==> src/rtl/fps_camera_orientation_update_top_macros.svh <==
// assertion macros for the camera orientation block
`ifndef FPS_CAMERA_ORIENTATION_UPDATE_TOP_MACROS_SVH
`define FPS_CAMERA_ORIENTATION_UPDATE_TOP_MACROS_SVH
`ifndef NO_ASSERTIONS
`define FCO_ASSERT(label, clk_sig, rst_sig, prop, msg) \
  label: assert property (@(posedge clk_sig) disable iff (rst_sig) (prop)) else $error(msg);
`define FCO_ASSERT_NR(label, clk_sig, prop, msg) \
  label: assert property (@(posedge clk_sig) (prop)) else $error(msg);
`else
`define FCO_ASSERT(label, clk_sig, rst_sig, prop, msg)
`define FCO_ASSERT_NR(label, clk_sig, prop, msg)
`endif
`endif

==> src/rtl/fco_pkg.sv <==
// shared types and constants for the camera orientation block
package fco_pkg;
  localparam logic signed [25:0] PITCH_LIM = 26'sd5832704;
  localparam logic signed [25:0] FULL_TURN = 26'sd23592960;
  localparam logic signed [25:0] DEG90 = 26'sd5898240;
  localparam logic signed [25:0] DEG180 = 26'sd11796480;
  localparam logic signed [25:0] DEG270 = 26'sd17694720;
  localparam logic signed [33:0] CORDIC_GAIN = 34'sd652032874;

  localparam logic [2:0] REG_ENABLE = 3'd0;
  localparam logic [2:0] REG_UP_AXIS = 3'd1;
  localparam logic [2:0] REG_BASE_SPEED = 3'd2;
  localparam logic [2:0] REG_SENSITIVITY = 3'd3;
  localparam logic [2:0] REG_MAX_DELTA = 3'd4;
  localparam logic [2:0] REG_START_PITCH = 3'd5;
  localparam logic [2:0] REG_START_YAW = 3'd6;

  typedef struct packed {
    logic start;
    logic signed [25:0] angle;
  } cordic_req_t;

  typedef struct packed {
    logic done;
    logic signed [33:0] cos_val;
    logic signed [33:0] sin_val;
  } cordic_rsp_t;

  function automatic logic signed [25:0] atan_deg(input logic [4:0] i);
    case (i)
      5'd0: atan_deg = 26'sd2949120;
      5'd1: atan_deg = 26'sd1740967;
      5'd2: atan_deg = 26'sd919879;
      5'd3: atan_deg = 26'sd466945;
      5'd4: atan_deg = 26'sd234379;
      5'd5: atan_deg = 26'sd117304;
      5'd6: atan_deg = 26'sd58666;
      5'd7: atan_deg = 26'sd29335;
      5'd8: atan_deg = 26'sd14668;
      5'd9: atan_deg = 26'sd7334;
      5'd10: atan_deg = 26'sd3667;
      5'd11: atan_deg = 26'sd1833;
      5'd12: atan_deg = 26'sd917;
      5'd13: atan_deg = 26'sd458;
      5'd14: atan_deg = 26'sd229;
      5'd15: atan_deg = 26'sd115;
      5'd16: atan_deg = 26'sd57;
      5'd17: atan_deg = 26'sd29;
      5'd18: atan_deg = 26'sd14;
      5'd19: atan_deg = 26'sd7;
      5'd20: atan_deg = 26'sd4;
      5'd21: atan_deg = 26'sd2;
      5'd22: atan_deg = 26'sd1;
      default: atan_deg = 26'sd0;
    endcase
  endfunction
endpackage

==> src/rtl/fco_cordic.sv <==
// iterative rotation-mode cordic, one micro-rotation per cycle
`include "fps_camera_orientation_update_top_macros.svh"
module fco_cordic #(
  parameter int STEPS = 16
) (
  input  logic                clk,
  input  logic                rst,
  input  fco_pkg::cordic_req_t req,
  output fco_pkg::cordic_rsp_t rsp
);
  localparam int N = (STEPS < 24) ? STEPS : 24;
  logic signed [33:0] x, y;
  logic signed [25:0] z;
  logic [4:0] i;
  logic busy;
  logic done_r;

  always_ff @(posedge clk) begin
    if (rst) begin
      busy <= 1'b0;
      done_r <= 1'b0;
    end else begin
      done_r <= busy && !req.start && (i == 5'(N - 1));
      if (req.start) begin
        busy <= 1'b1;
        i <= '0;
        x <= fco_pkg::CORDIC_GAIN;
        y <= '0;
        z <= req.angle;
      end else if (busy) begin
        if (!z[25]) begin
          x <= x - (y >>> i);
          y <= y + (x >>> i);
          z <= z - fco_pkg::atan_deg(i);
        end else begin
          x <= x + (y >>> i);
          y <= y - (x >>> i);
          z <= z + fco_pkg::atan_deg(i);
        end
        i <= i + 5'd1;
        if (i == 5'(N - 1)) busy <= 1'b0;
      end
    end
  end
  assign rsp = {done_r, x, y};

  `FCO_ASSERT(a_no_restart, clk, rst, busy |-> !req.start, "cordic restarted while busy")
  `FCO_ASSERT(a_done_ends, clk, rst, rsp.done |-> !busy, "done while still busy")
  `FCO_ASSERT(a_step_range, clk, rst, busy |-> (i < 5'(N)), "step count overrun")
endmodule

==> config.mk <==
export PLATFORM = sky130hd
export DESIGN_NAME = fco_cordic
export DESIGN_NICKNAME = d
export VERILOG_FILES = /design/src/rtl/fco_pkg.sv /design/src/rtl/fco_cordic.sv
export VERILOG_INCLUDE_DIRS = /design/src /design/src/rtl
export SDC_FILE = /design/constraint.sdc
export NUM_CORES = 1
export LEC_CHECK = 0
export ABC_AREA = 1
export BUFFER_PORTS_ARGS = -buffer_cell sky130_fd_sc_hd__clkbuf_2
export CORE_MARGIN = 2
export CORE_UTILIZATION = 35
export CTS_CLUSTER_DIAMETER = 150
export DETAILED_ROUTE_END_ITERATION = 10
export PLACE_DENSITY = 0.53
export SLEW_MARGIN = 20
export SYNTH_ARGS = -nofsm -noshare
export SYNTH_HDL_FRONTEND = slang
export SYNTH_SLANG_ARGS = --single-unit
==> constraint.sdc <==
create_clock -name clk -period 3.9 [get_ports clk]
set_clock_uncertainty 0.1 [all_clocks]
set_input_delay 0.39 -clock clk [delete_from_list [all_inputs] [get_ports clk]]
set_output_delay 0.39 -clock clk [all_outputs]
set_load 0.02 [all_outputs]
==> run_summary.xml <==
<?xml version="1.0" encoding="UTF-8"?>
<metrics>
  <group name="floorplanning">
    <metric name="num_io_pins" unit="">98</metric>
    <metric name="die_width" unit="um">216</metric>
    <metric name="fp.dieArea" unit="mm2">0.0465</metric>
    <metric name="chipHeight" unit="um">216</metric>
    <metric name="starting_density" unit="">0.355</metric>
    <metric name="core" unit="mm2">0.0442</metric>
    <metric name="floorplan.rows" unit="">77</metric>
  </group>
  <group name="finish">
    <metric name="multi_input_comb_area" unit="mm2">0.0127</metric>
    <metric name="fraction_of_final_layout_cells_with_drive_strength_greater_than_1" unit="">0.370</metric>
    <metric name="nets" unit="">3369</metric>
    <metric name="antenna_cells_inserted" unit="">0</metric>
    <metric name="register_area" unit="mm2">0.00345</metric>
    <metric name="layout.filler_cells" unit="">4405</metric>
    <metric name="area_growth_syn_to_layout" unit="%">54.0</metric>
  </group>
  <group name="cts">
    <metric name="cts-htree-levels" unit="">4</metric>
    <metric name="cts_tree" unit="">built</metric>
    <metric name="clk_transition_reported_paths" unit="ns">0.07</metric>
    <metric name="cts_made_buffers" unit="">17</metric>
    <metric name="cts_root_buffer" unit="">clkbuf_16</metric>
    <metric name="clock_insertion_delay_worst_skew" unit="ns">0.50</metric>
    <metric name="clk_path_buf_depth" unit="">2</metric>
    <metric name="clock_sinks" unit="">123</metric>
  </group>
  <group name="critical_path">
    <metric name="cp_data_arrival_time" unit="ns">4.66</metric>
    <metric name="path_type_of_the_worst_setup_path" unit="">flop to flop</metric>
    <metric name="cp_slowest_stage_delay" unit="ns">0.43</metric>
    <metric name="worst-endpoint-required" unit="ns">4.05</metric>
    <metric name="timing.rr.start" unit="">i[0]</metric>
    <metric name="cp_slowest_cell" unit="">edfxtp_1</metric>
    <metric name="kind_of_end_point_of_the_critical_path" unit="">flop</metric>
    <metric name="rrSetupSlack" unit="ns">-0.61</metric>
    <metric name="regToRegEndpoint" unit="">y[33]</metric>
    <metric name="cp-start-kind" unit="">flop</metric>
    <metric name="reg2regPathDepth" unit="">28</metric>
    <metric name="crit_path_max_fanout" unit="">13</metric>
  </group>
  <group name="route">
    <metric name="finalWirelength" unit="um">67800</metric>
    <metric name="vias_per_cell" unit="">5.24</metric>
    <metric name="ant_nets" unit="">0</metric>
    <metric name="post-route-drc-count" unit="">0</metric>
    <metric name="total_iterations_of_the_first_detailed_routing_run" unit="">6</metric>
    <metric name="wl_per_instance" unit="um">17.7</metric>
    <metric name="drt_first_iter_violations" unit="">1456</metric>
    <metric name="num_vias" unit="">20134</metric>
  </group>
  <group name="sta">
    <metric name="timing.final.max_slew_violations" unit="">0</metric>
    <metric name="min_period_over_period" unit="">1.16</metric>
    <metric name="finalCriticalPeriod" unit="ns">4.51</metric>
    <metric name="final.setup.worst_slack" unit="ns">-0.611</metric>
    <metric name="setup-violations-final" unit="">48</metric>
    <metric name="grt_setup_unrepaired" unit="">true</metric>
    <metric name="final_hold_viol_count" unit="">0</metric>
    <metric name="max_slew_margin" unit="">0.395</metric>
    <metric name="worst_pin_slew" unit="ns">0.898</metric>
    <metric name="clock.fmax" unit="MHz">222</metric>
  </group>
  <group name="logic_synthesis">
    <metric name="dominant_synthesized_flop_cell" unit="">edfxtp_1</metric>
    <metric name="synth-xor-area-share" unit="">0.0435</metric>
    <metric name="synth_top_family_by_area" unit="">simple AND/OR/NAND/NOR gates</metric>
    <metric name="syn_inst" unit="">2538</metric>
    <metric name="number_of_synthesized_flops_with_an_enable_pin" unit="">99</metric>
    <metric name="synth.avg_cell_area" unit="um2">6.18</metric>
    <metric name="post_syn_area" unit="mm2">0.0157</metric>
    <metric name="post_synth_main_area_contributors" unit="">edfxtp_1, nand2_1, nand3_1</metric>
    <metric name="synth_warnings" unit="">0</metric>
    <metric name="synth.yosys.seq_area_share" unit="">0.220</metric>
    <metric name="synth_top_cell_by_area" unit="">edfxtp_1</metric>
    <metric name="synth_compound_area_frac" unit="">0.155</metric>
    <metric name="synth_simple_gate_area_frac" unit="">0.413</metric>
    <metric name="synth_seq_cells" unit="">123</metric>
    <metric name="post_synth_mux_area_share" unit="">0</metric>
    <metric name="post_synth_fa_ha_maj_area_fraction" unit="">0.0860</metric>
    <metric name="synthDistinctLibCells" unit="">51</metric>
    <metric name="synth-async-reset-ratio" unit="">0</metric>
    <metric name="mappedNetlistNets" unit="">2673</metric>
    <metric name="synth_top_cell_area_share" unit="">0.190</metric>
  </group>
  <group name="min_path">
    <metric name="critical_hold_path_startpoint" unit="">req[9]</metric>
    <metric name="hold-path-endpoint" unit="">z[9]</metric>
    <metric name="hold_path.class" unit="">input pin to flop</metric>
    <metric name="min_path_cells" unit="">3</metric>
  </group>
  <group name="flow_run">
    <metric name="cap_viol_max_count" unit="">0</metric>
  </group>
  <group name="placement">
    <metric name="io_buffers" unit="">97</metric>
    <metric name="dpl_worst_slack" unit="ns">-1.13</metric>
    <metric name="gpl.final_weighted_congestion" unit="">0.977</metric>
    <metric name="dpl.hpwl" unit="um">54300</metric>
  </group>
  <group name="pwr">
    <metric name="power.ir.vdd_worst" unit="mV">0.364</metric>
    <metric name="power_density" unit="mW/mm2">541</metric>
    <metric name="p_leak" unit="nW">11.7</metric>
    <metric name="total_power" unit="W">0.0131</metric>
  </group>
  <group name="global_routing">
    <metric name="grt_pass1_vias" unit="">19554</metric>
    <metric name="grt_start_max_net_pins" unit="">91</metric>
    <metric name="grt.total_usage" unit="">0.290</metric>
    <metric name="grt_overflow" unit="">0</metric>
    <metric name="antenna_found_initial" unit="">0</metric>
    <metric name="grt_pass1_wl" unit="um">106000</metric>
  </group>
  <group name="status">
    <metric name="status" unit="">complete, but fails checks</metric>
    <metric name="failed_checks" unit="">negative setup slack</metric>
  </group>
</metrics>
==> worst max-delay path: cells and delay by family, from the launching register on <==
kind / cells / cell delay (ns)
buffers and inverters: 7 / 0.97
adder cells (fa/ha/maj): 1 / 0.29
flip-flops: 1 / 0.43
AO/OA/AOI/OAI: 3 / 0.75
XOR/XNOR: 1 / 0.18
AND/OR/NAND/NOR: 16 / 1.53
==> cells in the mapped netlist, types with 20 or more instances <==
library cell,n
o21a_1,20
inv_1,207
a21oi_1,167
nor3_1,37
nand3_1,476
nor2_1,228
xnor2_1,22
clkbuf_1,40
xor2_1,56
o21ai_0,142
buf_2,32
nand2_1,654
edfxtp_1,99
dfxtp_1,24
ha_1,103
==> where the power goes <==
group | internal [W] | switching, W
registers | 0.00175 | 0.000220
logic | 0.00425 | 0.00506
clock network | 0.00106 | 0.000741
total | 0.00706 | 0.00602
==> layout make-up <==
type,count,area share
Sequential cell,123,0.143
Clock inverter,10,0.00513
Inverter,220,0.0342
Clock buffer,22,0.0210
Multi-Input combinational cell,2094,0.524
Tap cell,592,0.0307
Timing Repair Buffer,778,0.242
==> worst max path at each step <==
stage,depth (start not counted),startpoint,endpoint,slack [ns]
2_1_floorplan,27,i[0],x[22],0.009
3_3_place_gp,26,i[0],y[33],-1.12
3_5_place_dp,26,i[0],y[33],-1.13
4_1_cts,30,i[0],x[33],-0.58
5_1_grt,28,i[0],y[33],-0.89
6_report,28,i[0],y[33],-0.61
==> cells by family after synthesis <==
logic type | after synthesis
adders and majority gates | 106
AOI/OAI and AO/OA | 429
and+or+nand+nor | 1481
xor gates and xnor gates | 78
buffers and inverters | 321
DFF | 123
==> per-layer routing <==
layer  vias up  track usage  part of all wire
met1      9401        0.384              0.45
met5         -            0                 0
met3        88       0.0403             0.052
met4         0       0.0811             0.026
li1      10073            -                 -
met2       572        0.493              0.47
==> cells in the final DEF (no fill, tap or decap), types with 8 or more instances in the layout <==
| cell type | count |
|---|---|
| xnor2_1 | 20 |
| buf_12 | 16 |
| o21ai_2 | 24 |
| inv_1 | 192 |
| buf_4 | 653 |
| nor2_2 | 37 |
| o21a_1 | 20 |
| edfxtp_1 | 99 |
| ha_4 | 22 |
| a21oi_2 | 40 |
| nor2_4 | 14 |
| nand2_1 | 599 |
| nand3_1 | 424 |
| o21ai_1 | 47 |
| a21oi_1 | 120 |
| dfxtp_1 | 24 |
| or2_2 | 18 |
| nor3_2 | 8 |
| nand2_2 | 71 |
| nor3_1 | 26 |
| nand3_2 | 55 |
| o21ai_0 | 85 |
| clkbuf_2 | 97 |
| inv_2 | 26 |
| buf_6 | 10 |
| xor2_1 | 50 |
| a21o_1 | 12 |
| nand4_1 | 17 |
| ha_1 | 79 |
| clkbuf_16 | 19 |
| nor2_1 | 187 |
| o211ai_1 | 8 |
==> through the flow <==
step	utilization	area [um2]	cells	hold WS, ns	TNS [ns]
finish	0.546	24200	3839	0.0643	-16.80
detailed placement	0.485	21400	3759	0.377	-29.10
global route	0.546	24200	3839	0.0725	-31.96
floorplan	-	15800	2538	0.338	0
global placement	0.485	21400	3759	0.389	-26.93
CTS	0.531	23500	3830	0.0281	-16.17
==> repair_timing <==
| action | in CTS | in global routing |
|---|---|---|
| hold endpoints to repair | 1 | 0 |
| setup buffers | 38 | 9 |
| pin swaps | 82 | 49 |
| cloned | 0 | 0 |
| endpoints found under the setup margin | 54 | 67 |
| hold buffers | 1 | 0 |
| gates resized for setup | 288 | 135 |
(Power assumes the default switching activity.)
